<file path="config.mk">
export PLATFORM = sky130hd
export DESIGN_NAME = ipv6_lpm_cell
export DESIGN_NICKNAME = d
export VERILOG_FILES = /design/src/rtl/ipv6_lpm_pkg.sv /design/src/rtl/ipv6_lpm_cell.sv
export SDC_FILE = /design/constraint.sdc
export NUM_CORES = 1
export LEC_CHECK = 0
export BUFFER_PORTS_ARGS = -buffer_cell sky130_fd_sc_hd__buf_4
export CORE_ASPECT_RATIO = 0.8
export CORE_MARGIN = 3
export CORE_UTILIZATION = 49
export CTS_CLUSTER_SIZE = 14
export DETAILED_ROUTE_END_ITERATION = 8
export PLACE_DENSITY = 0.85
export SETUP_SLACK_MARGIN = 0.3
export SKIP_CTS_REPAIR_TIMING = 1
export SYNTH_ARGS = -nofsm -noshare
export SYNTH_HDL_FRONTEND = slang
export SYNTH_SLANG_ARGS = --single-unit
</file>
<file path="constraint.sdc">
create_clock -name i_clk -period 11.35 [get_ports i_clk]
set_input_delay 0.5675 -clock i_clk [delete_from_list [all_inputs] [get_ports i_clk]]
set_output_delay 0.5675 -clock i_clk [all_outputs]
set_load 0.03 [all_outputs]
</file>
<file path="src/rtl/ipv6_lpm_pkg.sv">
// ----------------------------------------------------------------------------
// IPv6 LPM table package
// Request codes, status codes, the token that walks the cell chain, and the
// prefix mask helper.
// ----------------------------------------------------------------------------
package ipv6_lpm_pkg;

    localparam int          ADDR_BITS = 128;
    localparam logic [7:0]  MAX_LEN   = 8'd128;

    localparam logic [1:0]  OP_LOOKUP = 2'd0;
    localparam logic [1:0]  OP_INSERT = 2'd1;
    localparam logic [1:0]  OP_DELETE = 2'd2;

    localparam logic [2:0]  ST_LOOKUP    = 3'd0;
    localparam logic [2:0]  ST_INSERTED  = 3'd1;
    localparam logic [2:0]  ST_REPLACED  = 3'd2;
    localparam logic [2:0]  ST_FULL      = 3'd3;
    localparam logic [2:0]  ST_DELETED   = 3'd4;
    localparam logic [2:0]  ST_NOT_FOUND = 3'd5;

    typedef struct packed {
        logic        vld;
        logic        pass2;     // second walk of a new insert: claim first free slot
        logic [1:0]  op;
        logic [63:0] key_hi;
        logic [63:0] key_lo;
        logic [7:0]  len;
        logic [31:0] val;
        logic [7:0]  best_len;
        logic        hit;
        logic [31:0] rval;
        logic        exact;
        logic        claimed;
    } t_token;

    function automatic logic [ADDR_BITS-1:0] prefix_mask(input logic [7:0] len);
        prefix_mask = ~({ADDR_BITS{1'b1}} >> len);
    endfunction

endpackage

</file>
<file path="src/rtl/ipv6_lpm_cell.sv">
// ----------------------------------------------------------------------------
// IPv6 LPM table cell
// Holds one route slot; updates the passing token and registers it for the
// next cell.
// ----------------------------------------------------------------------------
module ipv6_lpm_cell #(
    parameter int STORE_BITS = 32
) (
    input  logic                  i_clk,
    input  logic                  i_rst_n,
    input  logic                  i_hold,
    input  ipv6_lpm_pkg::t_token  i_tok,
    output ipv6_lpm_pkg::t_token  o_tok
);

    logic                                 r_valid;
    logic [ipv6_lpm_pkg::ADDR_BITS-1:0]   r_pfx;
    logic [7:0]                           r_len;
    logic [STORE_BITS-1:0]                r_val;
    ipv6_lpm_pkg::t_token                 r_tok;
    ipv6_lpm_pkg::t_token                 n_tok;

    logic                                 is_ins;
    logic                                 is_del;
    logic [ipv6_lpm_pkg::ADDR_BITS-1:0]   key;
    logic                                 lkp_match;
    logic                                 exact;
    logic                                 wr_val;
    logic                                 clr;
    logic                                 claim;

    always_comb begin
        is_ins    = (i_tok.op == ipv6_lpm_pkg::OP_INSERT);
        is_del    = (i_tok.op == ipv6_lpm_pkg::OP_DELETE);
        key       = {i_tok.key_hi, i_tok.key_lo};
        lkp_match = r_valid && ((key & ipv6_lpm_pkg::prefix_mask(r_len)) == r_pfx) &&
                    (!i_tok.hit || (r_len > i_tok.best_len));
        exact     = r_valid && (r_len == i_tok.len) && (r_pfx == key);
        n_tok     = i_tok;
        wr_val    = 1'b0;
        clr       = 1'b0;
        claim     = 1'b0;
        if (i_tok.vld) begin
            if (!is_ins && !is_del) begin
                if (lkp_match) begin
                    n_tok.hit      = 1'b1;
                    n_tok.best_len = r_len;
                    n_tok.rval     = 32'(r_val);
                end
            end else if (!i_tok.pass2) begin
                if (exact) begin
                    n_tok.exact = 1'b1;
                    if (is_del) begin
                        clr        = 1'b1;
                        n_tok.hit  = 1'b1;
                        n_tok.rval = 32'(r_val);
                    end else begin
                        wr_val = 1'b1;
                    end
                end
            end else if (!i_tok.claimed && !r_valid) begin
                claim         = 1'b1;
                n_tok.claimed = 1'b1;
            end
        end
    end

    always_ff @(posedge i_clk) begin
        if (!i_rst_n) begin
            r_valid <= 1'b0;
        end else if (claim) begin
            r_valid <= 1'b1;
        end else if (clr) begin
            r_valid <= 1'b0;
        end
    end

    always_ff @(posedge i_clk) begin
        if (claim) begin
            r_pfx <= key;
            r_len <= i_tok.len;
            r_val <= i_tok.val[STORE_BITS-1:0];
        end else if (wr_val) begin
            r_val <= i_tok.val[STORE_BITS-1:0];
        end
    end

    always_ff @(posedge i_clk) begin
        if (!i_rst_n) begin
            r_tok.vld <= 1'b0;
        end else if (!i_hold) begin
            r_tok <= n_tok;
        end
    end

    assign o_tok = r_tok;

endmodule

</file>
==> results.md <==
- The post-place setup slack is 6150 ps.
- In this run, synthesis produced a sequential element count of 384.
- The final hold violation count is 0.
- The initial utilization of the core area, before any placement, comes to 0.499.
- The clock reaches the later pin of the worst-skew pair after 550 ps.
- The remaining global-route overflow is 0.
- The maximum resistive drop on vdd is 0.132 mV.
- The via count of the first global-routing pass is between 15000 and 20000.
- The remaining number of nets flagged by the antenna check after routing is 0.
- The number of vias in the routed layout is about 16000.
- The die outline height is 180 um.
- The post-route minimum period is 5510 ps.
- The count of max-cap constraint violations is 0.
- The worst register-to-register path has a setup slack of about 5800 ps.
- The detailed router's first-iteration violation count is 2353.
- The number of nets in the synthesized netlist is 1636.
- The most frequent cell on the critical path is buf_4.
- In this run the worst path has a maximum fanout of 57.
- In the routed design, unresolved DRC markers number 0.
- The maximum number of pins on one net before global-route repair is between 70 and 80.
- The proportion of layout cells with a drive suffix above 1 is 0.314.
- The cell-internal power is 2.48 mW.
- The area growth from synthesis to final layout is 26.0%.
- The path with the worst hold slack has its endpoint at o_tok[45].
- The number of I/O port buffers is 432.
- The leakage dissipation is 8.77 nW.
- The share of the clock period used by the worst path after layout is 0.485.
- The startpoint of the most critical setup path is r_len[4].
- For this run, the number of standard cells in the final layout without fillers is around 2400.
- The count of yosys warnings during synthesis is 0.
- The slowest cell on the critical path is nand2_1.
- The standard cell core area is 0.0373 mm^2.
- The total negative slack is 0 ps.
- The maximum achievable frequency is 182 MHz.
- The least setup slack across all paths after layout is 5840 ps.
- The number of pins exceeding their max-slew limit in the final report is 0.
- By area the synthesized netlist is led by edfxtp_1 (62%), nand2b_1 (3.6%), nor2b_1 (2.7%).
- The CTS buffer count is 38.
- The worst hold path cell count is 1.
- The most used flip-flop cell after synthesis is edfxtp_1.
- The wire length of the first global-routing pass is 118 mm.
- The proportion of register bits with asynchronous set or reset after synthesis is 0.
- In the synthesized netlist, the number of instances is 1409.
- The critical path in this run is classified as register to register.
- Including well taps, the total number of placed cells is 2292.
- Traced cell by cell, the critical path runs through buf_4, nand2_1, o21ai_0, a21oi_1, a2111oi_0, nand4_1, or4_4, o41ai_4, buf_4, mux2_2.
- The area of the die is 0.0404 mm^2.
- In the global route stage, overall resource usage came out at 0.413.
- The deepest level of the CTS H-tree is 2.
- The total iterations of the first detailed-routing run is 7.
- The highest cell delay on the worst timing path is 670 ps.
- The worst-case reg-to-reg path depth is 10.
- For this design, the sink count on the clock tree is 384.
- The initialized floorplan defines 63 standard-cell rows.
- The average routed wire per standard cell is 36.2 um.
- The placed wire-length estimate is 66.8 mm.
- The fraction of power consumed by the clock network is 0.360.
- From left edge to right edge, the die measures around 220 um.
- The sort of element at the start of the critical path is a register.
- The worst hold path startpoint is i_tok[45].
- The routability-driven placement congestion ratio is 1.15.
- Summing internal, switching and leakage power gives 3.37 mW.
- The run finished with clean final reports.
- Leaving out fill and tap cells, the most frequent cells in the layout are buf_4 (453), edfxtp_1 (382), nand2b_1 (107).
- The most common cell after layout, fill and taps aside is buf_4.
- The netlist area before placement is 0.0186 mm^2.
- Of the post-synthesis cell area, the dominant cell type holds 0.616.
- The netlist uses between 100 and 150 different library cells.
- The min-delay analysis places its worst path in the category input pin to register.
- The worst slew margin relative to its limit is 0.0611.
- A synthesized cell averages 13.2 um^2.
- The number of enable flip-flop cells after synthesis is 382.
- In this run the power spent charging and discharging nets is about 0.9 mW.
- The TritonCTS clock tree is built.
- For the pin with the worst max-slew slack, the measured transition is about 1400 ps.
- In this run the power density over the cells is between 100 and 150 mW/mm^2.
- The share of power burned in combinational logic is 0.147.
- The startpoint identified for the worst register-to-register timing path is r_len[4].
- The initial antenna violation count is 6.
- The clock arrives with 18.0 ps of skew.
- At the worst endpoint, the arrival time is approximately 5800 ps.
- Setup repair after global routing left no endpoint under its margin.
- The final net count is around 2100.
- At the worst endpoint, the required time is 11650 ps.
- The endpoint of the worst-slack reg-to-reg timing path is o_tok[2].
- In this run the clock root is driven by a clkbuf_16.
- The buffer depth of the longest clock path is 3.
- The share of the Yosys chip area taken by registers is 0.618.
- The final setup violation count is 0.
- The endpoint kind of the worst setup timing path is a register.
- Clock-pin slew was measured on the worst setup and hold paths at 60 ps.
- Using the TritonRoute via totals, the vias-per-cell ratio works out to around 6.8.
- Of the total power, registers draw 0.494.
- The total I/O pin count is 433.
- Of all cell types, the one taking the most synthesized area is edfxtp_1.
- Summed over all layers, the routed wires come to 85.4 mm.
- The net switching share of the total power is 0.264.
-- registers in the layout, summed over array words and instances (netlist names) --
| register | count |
|---|---|
| o_tok | 215 |
| r_len | 8 |
| r_pfx | 128 |
| r_val | 32 |
| r_valid | 1 |
-- worst max-delay path by stage --
stage	slack, ps	depth (start not counted)	endpoint
after floorplan	490	1	o_tok[0]
after global placement	6130	10	o_tok[3]
after detailed placement	6150	10	o_tok[3]
after CTS	6150	10	o_tok[2]
after global routing	5960	10	o_tok[2]
final	5840	10	o_tok[2]
-- cells in the mapped netlist (5+ instances only) --
library cell,n
clkbuf_1,6
o22ai_1,13
mux2i_1,12
inv_1,48
xnor2_1,23
buf_4,10
o21a_1,7
nor4_1,46
edfxtp_1,382
mux2_2,7
o31ai_1,6
or4_4,5
a21oi_1,41
ha_1,9
mux2_4,33
nor2b_1,81
nand2b_1,107
xor2_1,32
a2111oi_0,12
nand2_1,58
a21o_1,9
o211ai_1,19
nor3_1,24
o2111ai_1,21
nand4b_1,7
buf_2,26
nand4_1,68
buf_6,12
a31oi_1,15
nor2_1,31
nand3_1,34
o21ai_0,45
and3_1,13
and4_1,6
a211oi_1,6
-- area by class of cell --
cell class,count,area [um^2]
Tap cell,487,609
Inverter,49,184
Clock inverter,21,159
Timing Repair Buffer,453,3400
Sequential cell,384,11500
Fill cell,2873,13800
Multi-Input combinational cell,919,6580
Clock buffer,46,1000
Antenna cell,2,5.00
-- per-layer routing --
| layer | vias up | share of wire | global-route usage |
|---|---|---|---|
| met5 | - | 0.00073 | 0 |
| met4 | 8 | 0.043 | 0.139 |
| met3 | 244 | 0.15 | 0.170 |
| met2 | 1336 | 0.41 | 0.577 |
| met1 | 8015 | 0.40 | 0.586 |
| li1 | 6417 | - | - |
-- critical path: cells and delay by family (launching register included) --
kind / cells / cell delay (ps)
buffers and inverters: 2 / 1180
multiplexers: 1 / 400
AO/OA/AOI/OAI: 4 / 1620
AND/OR/NAND/NOR: 3 / 1690
flip-flops: 1 / 320
-- kinds of logic after synthesis --
kind of cell	after synthesis	synth area share
buffers and inverters	106	0.0300
adders and majority gates	10	0.00659
xor gates and xnor gates	55	0.0259
muxes	52	0.0373
and+or+nand+nor	528	0.172
AOI/OAI and AO/OA	274	0.109
DFF	384	0.618
-- power by group through the flow --
| stage | combinational, mW | sequential, mW | clock (mW) |
|---|---|---|---|
| after floorplan | 0.119 | 1.81 | 0 |
| after global placement | 0.475 | 1.69 | 0 |
| after detailed placement | 0.478 | 1.70 | 0 |
| after CTS | 0.480 | 1.67 | 1.22 |
| after global routing | 0.506 | 1.67 | 1.27 |
| final | 0.494 | 1.67 | 1.21 |
-- stage by stage --
stage               hold slack [ps]   util  instance area [um^2]
global placement                505  0.598                 22300
global route                    199  0.629                 23400
finish                          204  0.629                 23400
floorplan                       523      -                 18600
detailed placement              513  0.598                 22300
CTS                             199  0.629                 23400
No activity file was read; power rests on OpenSTA's default activity.
